## src/rtl/core/rtlu_pkg.sv

```systemverilog
// rtlu_pkg: shared types, codes and defaults for the route table lookup unit
// no dependencies; imported by rtlu_ram users, rtlu_scan and the top level
package rtlu_pkg;

	localparam int TABLE_DEPTH_DEF = 16;
	localparam int PORT_COUNT_DEF  = 4;

	localparam int ACT_W    = 2;
	localparam int ADDR_W   = 32;
	localparam int PORT_W   = 2;
	localparam int STATUS_W = 2;

	localparam logic [ACT_W-1:0] ACT_LOOKUP = 2'd0;
	localparam logic [ACT_W-1:0] ACT_ADD    = 2'd1;
	localparam logic [ACT_W-1:0] ACT_DELETE = 2'd2;

	localparam logic [STATUS_W-1:0] ST_OK       = 2'd0;
	localparam logic [STATUS_W-1:0] ST_NO_ROUTE = 2'd1;
	localparam logic [STATUS_W-1:0] ST_FULL     = 2'd2;
	localparam logic [STATUS_W-1:0] ST_ABSENT   = 2'd3;

	typedef struct packed {
		logic              valid;
		logic [ADDR_W-1:0] prefix;
		logic [ADDR_W-1:0] mask;
		logic [ADDR_W-1:0] hop;
		logic [PORT_W-1:0] port;
	} entry_t;

	localparam int ENTRY_W = $bits(entry_t);

	typedef struct packed {
		logic start;   // clear trackers for a new request
		logic vld;     // read data of one entry is present
	} scan_ctl_t;

	typedef struct packed {
		logic              found;
		logic [PORT_W-1:0] port;
		logic [ADDR_W-1:0] hop;
	} scan_res_t;

endpackage

```

## src/rtl/core/rtlu_ram.sv

```systemverilog
// rtlu_ram: generic single-write, single-read synchronous RAM, registered read
// no dependencies
module rtlu_ram #(
	parameter int WIDTH = 8,
	parameter int DEPTH = 16
) (
	input  logic                     clk,
	input  logic                     we,
	input  logic [$clog2(DEPTH)-1:0] waddr,
	input  logic [WIDTH-1:0]         wdata,
	input  logic [$clog2(DEPTH)-1:0] raddr,
	output logic [WIDTH-1:0]         rdata
);

	logic [WIDTH-1:0] mem [DEPTH];

	always_ff @(posedge clk) begin
		if (we) begin
			mem[waddr] <= wdata;
		end
		rdata <= mem[raddr];
	end

endmodule

```

## src/rtl/core/rtlu_scan.sv

```systemverilog
// rtlu_scan: per-entry evaluation during a table sweep, keeps the chosen slot
// depends on rtlu_pkg
module rtlu_scan #(
	parameter int TABLE_DEPTH = rtlu_pkg::TABLE_DEPTH_DEF
) (
	input  logic                           clk,
	input  logic                           arst_n,
	input  rtlu_pkg::scan_ctl_t            ctl,
	input  logic [$clog2(TABLE_DEPTH)-1:0] rd_idx,
	input  rtlu_pkg::entry_t               rd_data,
	input  logic [rtlu_pkg::ACT_W-1:0]     action,
	input  logic [rtlu_pkg::ADDR_W-1:0]    dest_addr,
	input  logic [rtlu_pkg::ADDR_W-1:0]    route_mask,
	input  logic [rtlu_pkg::ADDR_W-1:0]    hop_addr,
	output rtlu_pkg::scan_res_t            res,
	output logic [$clog2(TABLE_DEPTH)-1:0] slot
);
	import rtlu_pkg::*;

	localparam int IDX_W = $clog2(TABLE_DEPTH);

	logic              found_q;
	logic [ADDR_W-1:0] best_mask_q;
	logic [PORT_W-1:0] port_q;
	logic [ADDR_W-1:0] hop_q;
	logic [IDX_W-1:0]  slot_q;
	logic              take;

	always_comb begin
		take = 1'b0;
		unique case (action)
			ACT_LOOKUP: begin
				// ranked by mask value, later slot wins a tie
				take = rd_data.valid && ((dest_addr & rd_data.mask) == rd_data.prefix)
					&& (!found_q || (rd_data.mask >= best_mask_q));
			end
			ACT_ADD: begin
				take = !rd_data.valid && !found_q;
			end
			ACT_DELETE: begin
				take = rd_data.valid && !found_q && (rd_data.prefix == dest_addr)
					&& (rd_data.mask == route_mask) && (rd_data.hop == hop_addr);
			end
			default: begin
				take = 1'b0;
			end
		endcase
	end

	always_ff @(posedge clk or negedge arst_n) begin
		if (!arst_n) begin
			found_q <= 1'b0;
		end else if (ctl.start) begin
			found_q <= 1'b0;
		end else if (ctl.vld && take) begin
			found_q <= 1'b1;
		end
	end

	always_ff @(posedge clk) begin
		if (ctl.vld && take && !ctl.start) begin
			best_mask_q <= rd_data.mask;
			port_q      <= rd_data.port;
			hop_q       <= (rd_data.hop == '0) ? dest_addr : rd_data.hop;
			slot_q      <= rd_idx;
		end
	end

	assign res.found = found_q;
	assign res.port  = port_q;
	assign res.hop   = hop_q;
	assign slot      = slot_q;

endmodule

```

## src/rtl/core/ipv4_route_table_lookup_unit.sv

```systemverilog
// ipv4_route_table_lookup_unit: longest-mask route table, one entry RAM swept
// per request; depends on rtlu_pkg, rtlu_ram, rtlu_scan
// requests: a new beat is accepted only in idle, after the previous result has
//   been committed (commit waits while out_stall holds a result); the entry sweep
//   runs through the single read port of the table RAM, one entry a cycle
// reset: after arst_n the table RAM is cleared entry by entry, no beat is accepted
//   meanwhile
module ipv4_route_table_lookup_unit #(
	parameter int TABLE_DEPTH = rtlu_pkg::TABLE_DEPTH_DEF,
	parameter int PORT_COUNT  = rtlu_pkg::PORT_COUNT_DEF
) (
	input  logic                          clk,
	input  logic                          arst_n,
	input  logic                          in_valid,
	output logic                          in_stall,
	input  logic [rtlu_pkg::ACT_W-1:0]    action,
	input  logic [rtlu_pkg::ADDR_W-1:0]   dest_addr,
	input  logic [rtlu_pkg::ADDR_W-1:0]   route_mask,
	input  logic [rtlu_pkg::ADDR_W-1:0]   hop_addr,
	input  logic [rtlu_pkg::PORT_W-1:0]   port,
	output logic                          out_valid,
	input  logic                          out_stall,
	output logic [rtlu_pkg::STATUS_W-1:0] status,
	output logic [rtlu_pkg::PORT_W-1:0]   out_port,
	output logic [rtlu_pkg::ADDR_W-1:0]   next_hop
);
	import rtlu_pkg::*;

	localparam int IDX_W = $clog2(TABLE_DEPTH);
	localparam logic [IDX_W-1:0] LAST_IDX = IDX_W'(TABLE_DEPTH - 1);

	localparam logic [2:0] S_CLEAR  = 3'd0;
	localparam logic [2:0] S_IDLE   = 3'd1;
	localparam logic [2:0] S_SCAN   = 3'd2;
	localparam logic [2:0] S_DRAIN  = 3'd3;
	localparam logic [2:0] S_COMMIT = 3'd4;

	logic [2:0]          state_q;
	logic [IDX_W-1:0]    idx_q;
	logic                rd_vld_s1;
	logic [IDX_W-1:0]    rd_idx_s1;

	logic [ACT_W-1:0]    act_q;
	logic [ADDR_W-1:0]   dest_q;
	logic [ADDR_W-1:0]   mask_q;
	logic [ADDR_W-1:0]   hop_q;
	logic [PORT_W-1:0]   port_q;

	logic                out_valid_q;
	logic [STATUS_W-1:0] status_q;
	logic [PORT_W-1:0]   out_port_q;
	logic [ADDR_W-1:0]   next_hop_q;

	logic                accept;
	logic                out_free;
	logic                commit;
	logic                ram_we;
	logic [IDX_W-1:0]    ram_waddr;
	entry_t              ram_wdata;
	entry_t              ram_rdata;
	entry_t              new_entry;
	logic [PORT_W-1:0]   sat_port;
	scan_ctl_t           scan_ctl;
	scan_res_t           scan_res;
	logic [IDX_W-1:0]    scan_slot;
	logic [STATUS_W-1:0] status_d;

	assign in_stall = (state_q != S_IDLE);
	assign accept   = in_valid && !in_stall;
	assign out_free = !out_valid_q || !out_stall;
	assign commit   = (state_q == S_COMMIT) && out_free;

	always_ff @(posedge clk or negedge arst_n) begin
		if (!arst_n) begin
			state_q <= S_CLEAR;
			idx_q   <= '0;
		end else begin
			unique case (state_q)
				S_CLEAR: begin
					idx_q <= idx_q + 1'b1;
					if (idx_q == LAST_IDX) begin
						idx_q   <= '0;
						state_q <= S_IDLE;
					end
				end
				S_IDLE: begin
					idx_q <= '0;
					if (accept) begin
						state_q <= S_SCAN;
					end
				end
				S_SCAN: begin
					idx_q <= idx_q + 1'b1;
					if (idx_q == LAST_IDX) begin
						idx_q   <= '0;
						state_q <= S_DRAIN;
					end
				end
				S_DRAIN: begin
					state_q <= S_COMMIT;
				end
				S_COMMIT: begin
					if (out_free) begin
						state_q <= S_IDLE;
					end
				end
				default: begin
					state_q <= S_CLEAR;
				end
			endcase
		end
	end

	always_ff @(posedge clk or negedge arst_n) begin
		if (!arst_n) begin
			rd_vld_s1 <= 1'b0;
		end else begin
			rd_vld_s1 <= (state_q == S_SCAN);
		end
	end

	always_ff @(posedge clk) begin
		rd_idx_s1 <= idx_q;
		if (accept) begin
			act_q  <= action;
			dest_q <= dest_addr;
			mask_q <= route_mask;
			hop_q  <= hop_addr;
			port_q <= port;
		end
	end

	always_comb begin
		if (int'(port_q) > PORT_COUNT - 1) begin
			sat_port = PORT_W'(PORT_COUNT - 1);
		end else begin
			sat_port = port_q;
		end
		new_entry.valid  = 1'b1;
		new_entry.prefix = dest_q;
		new_entry.mask   = mask_q;
		new_entry.hop    = hop_q;
		new_entry.port   = sat_port;
	end

	// clear sweep, add fills the free slot, delete drops the valid bit
	always_comb begin
		ram_we    = 1'b0;
		ram_waddr = scan_slot;
		ram_wdata = '0;
		if (state_q == S_CLEAR) begin
			ram_we    = 1'b1;
			ram_waddr = idx_q;
		end else if (commit && scan_res.found) begin
			if (act_q == ACT_ADD) begin
				ram_we    = 1'b1;
				ram_wdata = new_entry;
			end else if (act_q == ACT_DELETE) begin
				ram_we = 1'b1;
			end
		end
	end

	rtlu_ram #(
		.WIDTH(ENTRY_W),
		.DEPTH(TABLE_DEPTH)
	) u_ram (
		.clk  (clk),
		.we   (ram_we),
		.waddr(ram_waddr),
		.wdata(ram_wdata),
		.raddr(idx_q),
		.rdata(ram_rdata)
	);

	assign scan_ctl.start = accept;
	assign scan_ctl.vld   = rd_vld_s1;

	rtlu_scan #(
		.TABLE_DEPTH(TABLE_DEPTH)
	) u_scan (
		.clk       (clk),
		.arst_n    (arst_n),
		.ctl       (scan_ctl),
		.rd_idx    (rd_idx_s1),
		.rd_data   (ram_rdata),
		.action    (act_q),
		.dest_addr (dest_q),
		.route_mask(mask_q),
		.hop_addr  (hop_q),
		.res       (scan_res),
		.slot      (scan_slot)
	);

	always_comb begin
		unique case (act_q)
			ACT_LOOKUP: status_d = scan_res.found ? ST_OK : ST_NO_ROUTE;
			ACT_ADD:    status_d = scan_res.found ? ST_OK : ST_FULL;
			ACT_DELETE: status_d = scan_res.found ? ST_OK : ST_ABSENT;
			default:    status_d = ST_OK;
		endcase
	end

	always_ff @(posedge clk or negedge arst_n) begin
		if (!arst_n) begin
			out_valid_q <= 1'b0;
		end else if (commit) begin
			out_valid_q <= 1'b1;
		end else if (!out_stall) begin
			out_valid_q <= 1'b0;
		end
	end

	always_ff @(posedge clk) begin
		if (commit) begin
			status_q <= status_d;
			if ((act_q == ACT_LOOKUP) && scan_res.found) begin
				out_port_q <= scan_res.port;
				next_hop_q <= scan_res.hop;
			end else begin
				out_port_q <= '0;
				next_hop_q <= '0;
			end
		end
	end

	assign out_valid = out_valid_q;
	assign status    = status_q;
	assign out_port  = out_port_q;
	assign next_hop  = next_hop_q;

endmodule

```

## config.mk

```make
export PLATFORM = sky130hd
export DESIGN_NAME = ipv4_route_table_lookup_unit
export DESIGN_NICKNAME = d
export VERILOG_FILES = /design/src/rtl/core/rtlu_pkg.sv /design/src/rtl/core/rtlu_ram.sv /design/src/rtl/core/rtlu_scan.sv /design/src/rtl/core/ipv4_route_table_lookup_unit.sv
export SDC_FILE = /design/constraint.sdc
export NUM_CORES = 2
export LEC_CHECK = 0
export BUFFER_PORTS_ARGS = -buffer_cell sky130_fd_sc_hd__buf_4
export CAP_MARGIN = 15
export CORE_MARGIN = 1
export CORE_UTILIZATION = 62
export CTS_CLUSTER_SIZE = 16
export DETAILED_ROUTE_END_ITERATION = 12
export HOLD_SLACK_MARGIN = 0.06
export PLACE_DENSITY_LB_ADDON = 0.1
export SYNTH_ARGS = -nofsm -noshare
export SYNTH_HDL_FRONTEND = slang
export SYNTH_SLANG_ARGS = --single-unit
```

## constraint.sdc

```tcl
create_clock -name clk -period 9.3 [get_ports clk]
set_clock_uncertainty 0.15 [all_clocks]
set_input_delay 1.86 -clock clk [delete_from_list [all_inputs] [get_ports clk]]
set_output_delay 1.86 -clock clk [all_outputs]
set_load 0.005 [all_outputs]
```

Yosys cells after proc, flatten, opt, wreduce, memory -nomap -nowiden
Memory sizes are Yosys's and may differ from the RTL's. A register that Yosys moved wholly into a read port is not among the register bits.
Cells that the tools add are included.

cells by class
  add/sub/neg operators = 1
  order comparisons = 1
  eq/ne operators = 17
  muxes and demuxes = 27
  bitwise operators = 1
  reductions and logical operators = 28

operators with widths
  kind                   count
  $mux W99               3
  $eq A32 B32 Y1         4
  $and A32 B32 Y32       1
  $ge A32 B32 Y1         1
  $logic_not A32 Y1      1
  $mux W32               1
  $pmux W3 S5            1
  $logic_and A1 B1 Y1    13
  $mux W3                4
  $mux W1                11
  $mux W4                2
  $ne A2 B2 Y1 const B   4
  $pmux W4 S2            1
  $eq A3 B2 Y1 const B   2
  $logic_not A1 Y1       6
  $pmux W2 S3            1
  $add A4 B1 Y4 const B  1
  $eq A4 B4 Y1 const B   1
  $mux W2                2
  $reduce_and A4 Y1      1
  $reduce_bool A2 Y1     2
  $eq A3 B1 Y1 const B   1
  $eq A3 B3 Y1 const B   1
  $logic_not A3 Y1       1
  8 further kinds        9

word-level totals
  bits in registers = 220
  RAM bits = 1,584
  bits of input ports = 104
  memories = 1

memory list
  name       depth  bits a word  read ports  clocked after memory_dff  wr ports  RTL line        source
  u_ram.mem  16     99           1           1                         1         rtlu_ram.sv:15  logic [WIDTH-1:0] mem [DEPTH];

Logic depth before layout (Yosys ltp)
  depth after elaboration = 9
  depth in mapped cells = 9
  mapped depth without buffers = 9

Cells and area by module
Synthesis repeated with hierarchy kept, for this count alone.

unflattened totals
  cells, all modules = 3,379
  area total of the unflattened synthesis = 71,904.0 µm²

by module, submodules not included
  module                        times used  cells an instance  area each (µm²)  seq. area each (µm²)
  rtlu_ram                      1           2,534              61,203.7         49,547.5
  ipv4_route_table_lookup_unit  1           349                5,666.7          4,389.2
  rtlu_scan                     1           496                5,033.6          2,127.0

Least setup slack after synthesis
No wires, ideal clock.

  path kind = input -> register
  from = in out_stall
  to = mem u_ram.mem[4][0] (netlist bit) (enable)
  library setup time = 558 ps
  arrival = 8,408 ps
  slack = 184 ps
  cell stages on the path = 5
  buffers on the path = 0
  cell sequence = a21oi_1 -> nand3_1 -> nand2_1 -> o21ai_0 -> nor2_1

on the way
  longest elaborated chain between the ends = 8

ends and longest elaborated chain
  what                           RTL line                             source
  from (decl)                    ipv4_route_table_lookup_unit.sv:22   input logic out_stall,
  $logic_not A1 Y1               n/a
  $logic_or A1 B1 Y1             ipv4_route_table_lookup_unit.sv:70   assign out_free = !out_valid_q || !out_stall;
  $logic_and A1 B1 Y1            ipv4_route_table_lookup_unit.sv:71   assign commit = (state_q == S_COMMIT) && out_free;
  $logic_and A1 B1 Y1            ipv4_route_table_lookup_unit.sv:154  end else if (commit && scan_res.found) begin
  $mux W1                        ipv4_route_table_lookup_unit.sv:154
  $mux W1                        ipv4_route_table_lookup_unit.sv:151  if (state_q == S_CLEAR) begin
  $mux W1                        rtlu_ram.sv:18                       if (we) begin
  $mux W1 (implied by the code)  rtlu_ram.sv:19                       mem[waddr] <= wdata;
  to (decl)                      rtlu_ram.sv:15

Every way passes these cells.

Worst setup path in the final report
  from = in out_stall
  to = mem u_ram.mem[2][33] (netlist bit) (enable)

on the way
  longest elaborated chain between the ends = 8

ends and longest elaborated chain
  what                           RTL line                             source
  $logic_not A1 Y1               n/a
  $logic_or A1 B1 Y1             ipv4_route_table_lookup_unit.sv:70
  $logic_and A1 B1 Y1            ipv4_route_table_lookup_unit.sv:71
  via commit                     ipv4_route_table_lookup_unit.sv:56   logic commit;
  $logic_and A1 B1 Y1            ipv4_route_table_lookup_unit.sv:154
  $mux W1                        ipv4_route_table_lookup_unit.sv:154
  $mux W1                        ipv4_route_table_lookup_unit.sv:151
  $mux W1                        rtlu_ram.sv:18
  $mux W1 (implied by the code)  rtlu_ram.sv:19

The timed path passes the listed nets, and every way through them passes these cells.

==> flow_metrics.env <==
export IMPL_numCtsBuffers=183
export IMPL_clock_sinks=1903
export IMPL_worstSetupEndpointType="flop"
export IMPL_io_pins=142
export IMPL_cts_root_buf="clkbuf_16"
export IMPL_ctsHoldBuffers=0
export IMPL_synth_cells=3171
export IMPL_path_max_fanout=38
export IMPL_slowest_delay_ps=710
export IMPL_cts_resized=0
export IMPL_nNetsFinal=3566
export IMPL_ant_nets=0
export IMPL_power_density_nw_per_um2=313.6
export IMPL_via_per_inst=6.783
export IMPL_start_util_pct=62.74
export IMPL_path_class="in -> reg"
export IMPL_track_usage_pct=30.73
export IMPL_cts_max_level=4
export IMPL_yosys_warnings=0
export IMPL_synth_nets=3312
export IMPL_routed_wl_microns=176500
export IMPL_tns_ps=0
export IMPL_dieArea_sq_um=117400
export IMPL_synth_async_reset_ratio_pct=0.5255
export IMPL_min_delay_start="rd_idx_s1[0]$_DFF_P_"
export IMPL_status="finished with violations"
export IMPL_synth_top_cell_area_share_pct=74.72
export IMPL_drive_gt1_share_pct=28.40
export IMPL_startpoint="out_stall"
export IMPL_syn_to_final_growth_pct=12.74
export IMPL_final_period_utilization_pct=52.97
export IMPL_wl_per_cell_microns=34.62
export IMPL_overflow=0
export IMPL_crit_top_cell="buf_4"
export IMPL_cp_start_kind="input pin"
export IMPL_cts_buffer_depth=3
export IMPL_synth_area_sq_um=71930
export IMPL_core_rowCount=124
export IMPL_worst_slew_pin_slew_ps=1257
export IMPL_synth_seq_area_share_pct=77.94
export IMPL_grt_max_degree=158
export IMPL_p_leak_nw=27.57
export IMPL_io_buffers=141
export IMPL_fin_crit_ps=4926
export IMPL_synth_edff_count=1790
export IMPL_slew_viol_final=0
export IMPL_clk_pin_slew_ps=60
export IMPL_dieHeight_microns=342.6
export IMPL_slew_headroom_pct=15.54
export IMPL_synth_ff_type="edfxtp_1"
export IMPL_fmax_mhz=203.0
export IMPL_avgSynthCellArea_sq_um=22.68
export IMPL_min_path_type="reg -> reg"
export IMPL_core_sq_um=114700
export IMPL_r2r_start="idx_q[0]$_DFFE_PN0P_"
export IMPL_grt_pass1_vias=34440
export IMPL_final_hold_viol_count=0
export IMPL_synth_top_cell_by_area="edfxtp_1"
export IMPL_whs_ps=259.2
export IMPL_dpl_hpwl_microns=102500
export IMPL_die_x_microns=342.6
export IMPL_critPathSlowestCell="buf_4"
export IMPL_setup_viol=0
export IMPL_ys_types=56
export IMPL_peakVddDrop_mv=0.2677
export IMPL_synth_area_leaders="edfxtp_1 (75%), mux4_2 (15%), dfxtp_1 (2.9%)"
export IMPL_crit_arrival_ps=5160
export IMPL_ys_seq_elements=1903
export IMPL_violations="DRC"
export IMPL_final_core_utilization_pct=70.73
export IMPL_fillers=6539
export IMPL_dr_pass1_iters=10
export IMPL_clock_latency_ps=780
export IMPL_crit_required_ps=9540
export IMPL_antenna_found_initial=9
export IMPL_rsz0062_at_grt="no"
export IMPL_via_count=34586
export IMPL_drc=36
export IMPL_drv_cap=0
export IMPL_post_cts_setup_buffers=0
export IMPL_drt_iter0_drc=4903
export IMPL_cts_tree="yes"
export IMPL_gp_congestion=0.9274
export IMPL_worstPathCellList="buf_4 > a21oi_4 > buf_4 > nand3_1 > nand2_1 > o21ai_0 > buf_2 > nor2_4 > buf_4 > buf_4"
export IMPL_grt_pass1_wl_microns=249700
[critical path, delay by kind of cell]
family / cells / cell delay [ps]
AOI/OAI and AO/OA: 2 / 360
buffers and inverters: 5 / 2120
and+or+nand+nor: 3 / 690
[cells in the mapped netlist (2+ instances only)]
| cell type | number |
|---|---|
| a2111o_1 | 2 |
| a2111oi_0 | 3 |
| a2111oi_2 | 3 |
| a21o_1 | 30 |
| a21oi_1 | 23 |
| a221oi_1 | 3 |
| a22o_1 | 5 |
| a31oi_1 | 6 |
| and2_1 | 98 |
| and3_1 | 36 |
| buf_1 | 5 |
| buf_2 | 49 |
| clkbuf_1 | 84 |
| dfrtp_1 | 10 |
| dfxtp_1 | 103 |
| edfxtp_1 | 1790 |
| ha_1 | 37 |
| inv_1 | 70 |
| inv_2 | 2 |
| mux4_2 | 495 |
| nand2_1 | 41 |
| nand2b_1 | 11 |
| nand3_1 | 11 |
| nand3b_1 | 3 |
| nand4_1 | 27 |
| nor2_1 | 29 |
| nor2b_1 | 19 |
| nor3_1 | 11 |
| nor3b_1 | 6 |
| nor4_1 | 21 |
| o2111ai_1 | 5 |
| o21ai_0 | 18 |
| o22ai_1 | 15 |
| o2bb2ai_1 | 2 |
| or4_1 | 2 |
| xnor2_1 | 57 |
| xor2_1 | 20 |
[cells by family (layout without fill, tap and decap cells)]
| family | after synthesis | after routing | share of synthesized area (%) |
|---|---|---|---|
| simple gates | 323 | 323 | 2.580 |
| flops | 1903 | 1903 | 77.94 |
| other cells | 0 | 3 | 0 |
| buf+inv | 211 | 624 | 1.186 |
| compound gates | 124 | 124 | 1.202 |
| fa+ha+maj | 37 | 37 | 0.6436 |
| mux | 496 | 496 | 15.51 |
| xor+xnor | 77 | 77 | 0.9375 |
[power by group]
part           internal, mW  switching [mW]
registers              10.8           0.944
logic                  2.81            3.44
clock network          4.30            3.10
[final timing paths]
kind                                              end  slack, ps  depth (start not counted)
max reg2reg                u_ram.mem[5][39]$_DFFE_PP_       4460                          5
min reg2reg                  u_scan.slot[0]$_DFFE_PP_        260                          0
max in group asynchronous        idx_q[1]$_DFFE_PN0P_       8030                          1
min in group asynchronous       out_valid$_DFFE_PN0P_        770                          1
min                          u_scan.slot[0]$_DFFE_PP_        260                          0
max                        u_ram.mem[2][33]$_DFFE_PP_       4370                         10
[routing by layer]
metal / vias up / wire length [microns] / track usage [%]
li1: 13790 / - / -
met1: 18385 / 67800 / 44.54
met2: 2087 / 85770 / 48.36
met3: 320 / 17720 / 5.934
met4: 4 / 5245 / 9.468
met5: - / 15 / 0
[layout make-up]
| class | instances | area (sq um) | share of cell area, % |
|---|---|---|---|
| antenna | 3 | 7.507 | 0.009257 |
| clock buffer | 250 | 5105 | 6.295 |
| clock inverter | 94 | 950.9 | 1.173 |
| inverter | 73 | 281.5 | 0.3471 |
| multi-input combinational | 1057 | 15170 | 18.71 |
| sequential | 1903 | 56080 | 69.15 |
| tap | 1512 | 1892 | 2.333 |
| timing repair buffer | 207 | 1614 | 1.990 |
[stage by stage]
step / worst slack, ps / cell area (sq um) / instances / power, mW
final: 4374 / 81100 / 5099 / 25.43
after detailed placement: 3424 / 75030 / 4751 / 18.22
after floorplan: 184.0 / 71930 / 3171 / 15.93
after CTS: 4248 / 81080 / 5095 / 25.56
after global routing: 4077 / 81090 / 5096 / 26.20
after global placement: 3456 / 75020 / 4750 / 18.05
[sequential cells by signal, indices dropped and copies added (netlist names), 2 cells and up]
register            cells
u_ram.mem            1584
u_ram.rdata            99
u_scan.hop_q           32
act_q                   2
out_port                2
u_scan.port_q           2
next_hop               32
rd_idx_s1               4
state_q                 3
u_scan.best_mask_q     32
mask_q                 32
u_scan.slot             4
hop_q                  32
status                  2
idx_q                   4
port_q                  2
dest_q                 32
[cell usage in the layout (no fill, tap or decap), drive strengths merged, types with 7 or more instances in the layout]
| master | synthesis | layout |
|---|---|---|
| xor2 | 20 | 20 |
| nor2 | 29 | 29 |
| and3 | 36 | 36 |
| nor2b | 19 | 19 |
| nand2b | 11 | 11 |
| and2 | 99 | 99 |
| nor3 | 11 | 11 |
| nand3 | 11 | 11 |
| a21o | 30 | 30 |
| a21oi | 23 | 23 |
| clkbuf | 84 | 250 |
| xnor2 | 57 | 57 |
| inv | 72 | 82 |
| mux4 | 495 | 495 |
| o21ai | 18 | 18 |
| dfrtp | 10 | 10 |
| clkinv | 1 | 62 |
| edfxtp | 1790 | 1790 |
| dfxtp | 103 | 103 |
| buf | 54 | 207 |
| nand4 | 28 | 28 |
| nor4 | 22 | 22 |
| ha | 37 | 37 |
| clkinvlp | 0 | 7 |
| bufinv | 0 | 16 |
| o22ai | 15 | 15 |
| nand2 | 41 | 41 |
Power figures use the tool's default switching activity.
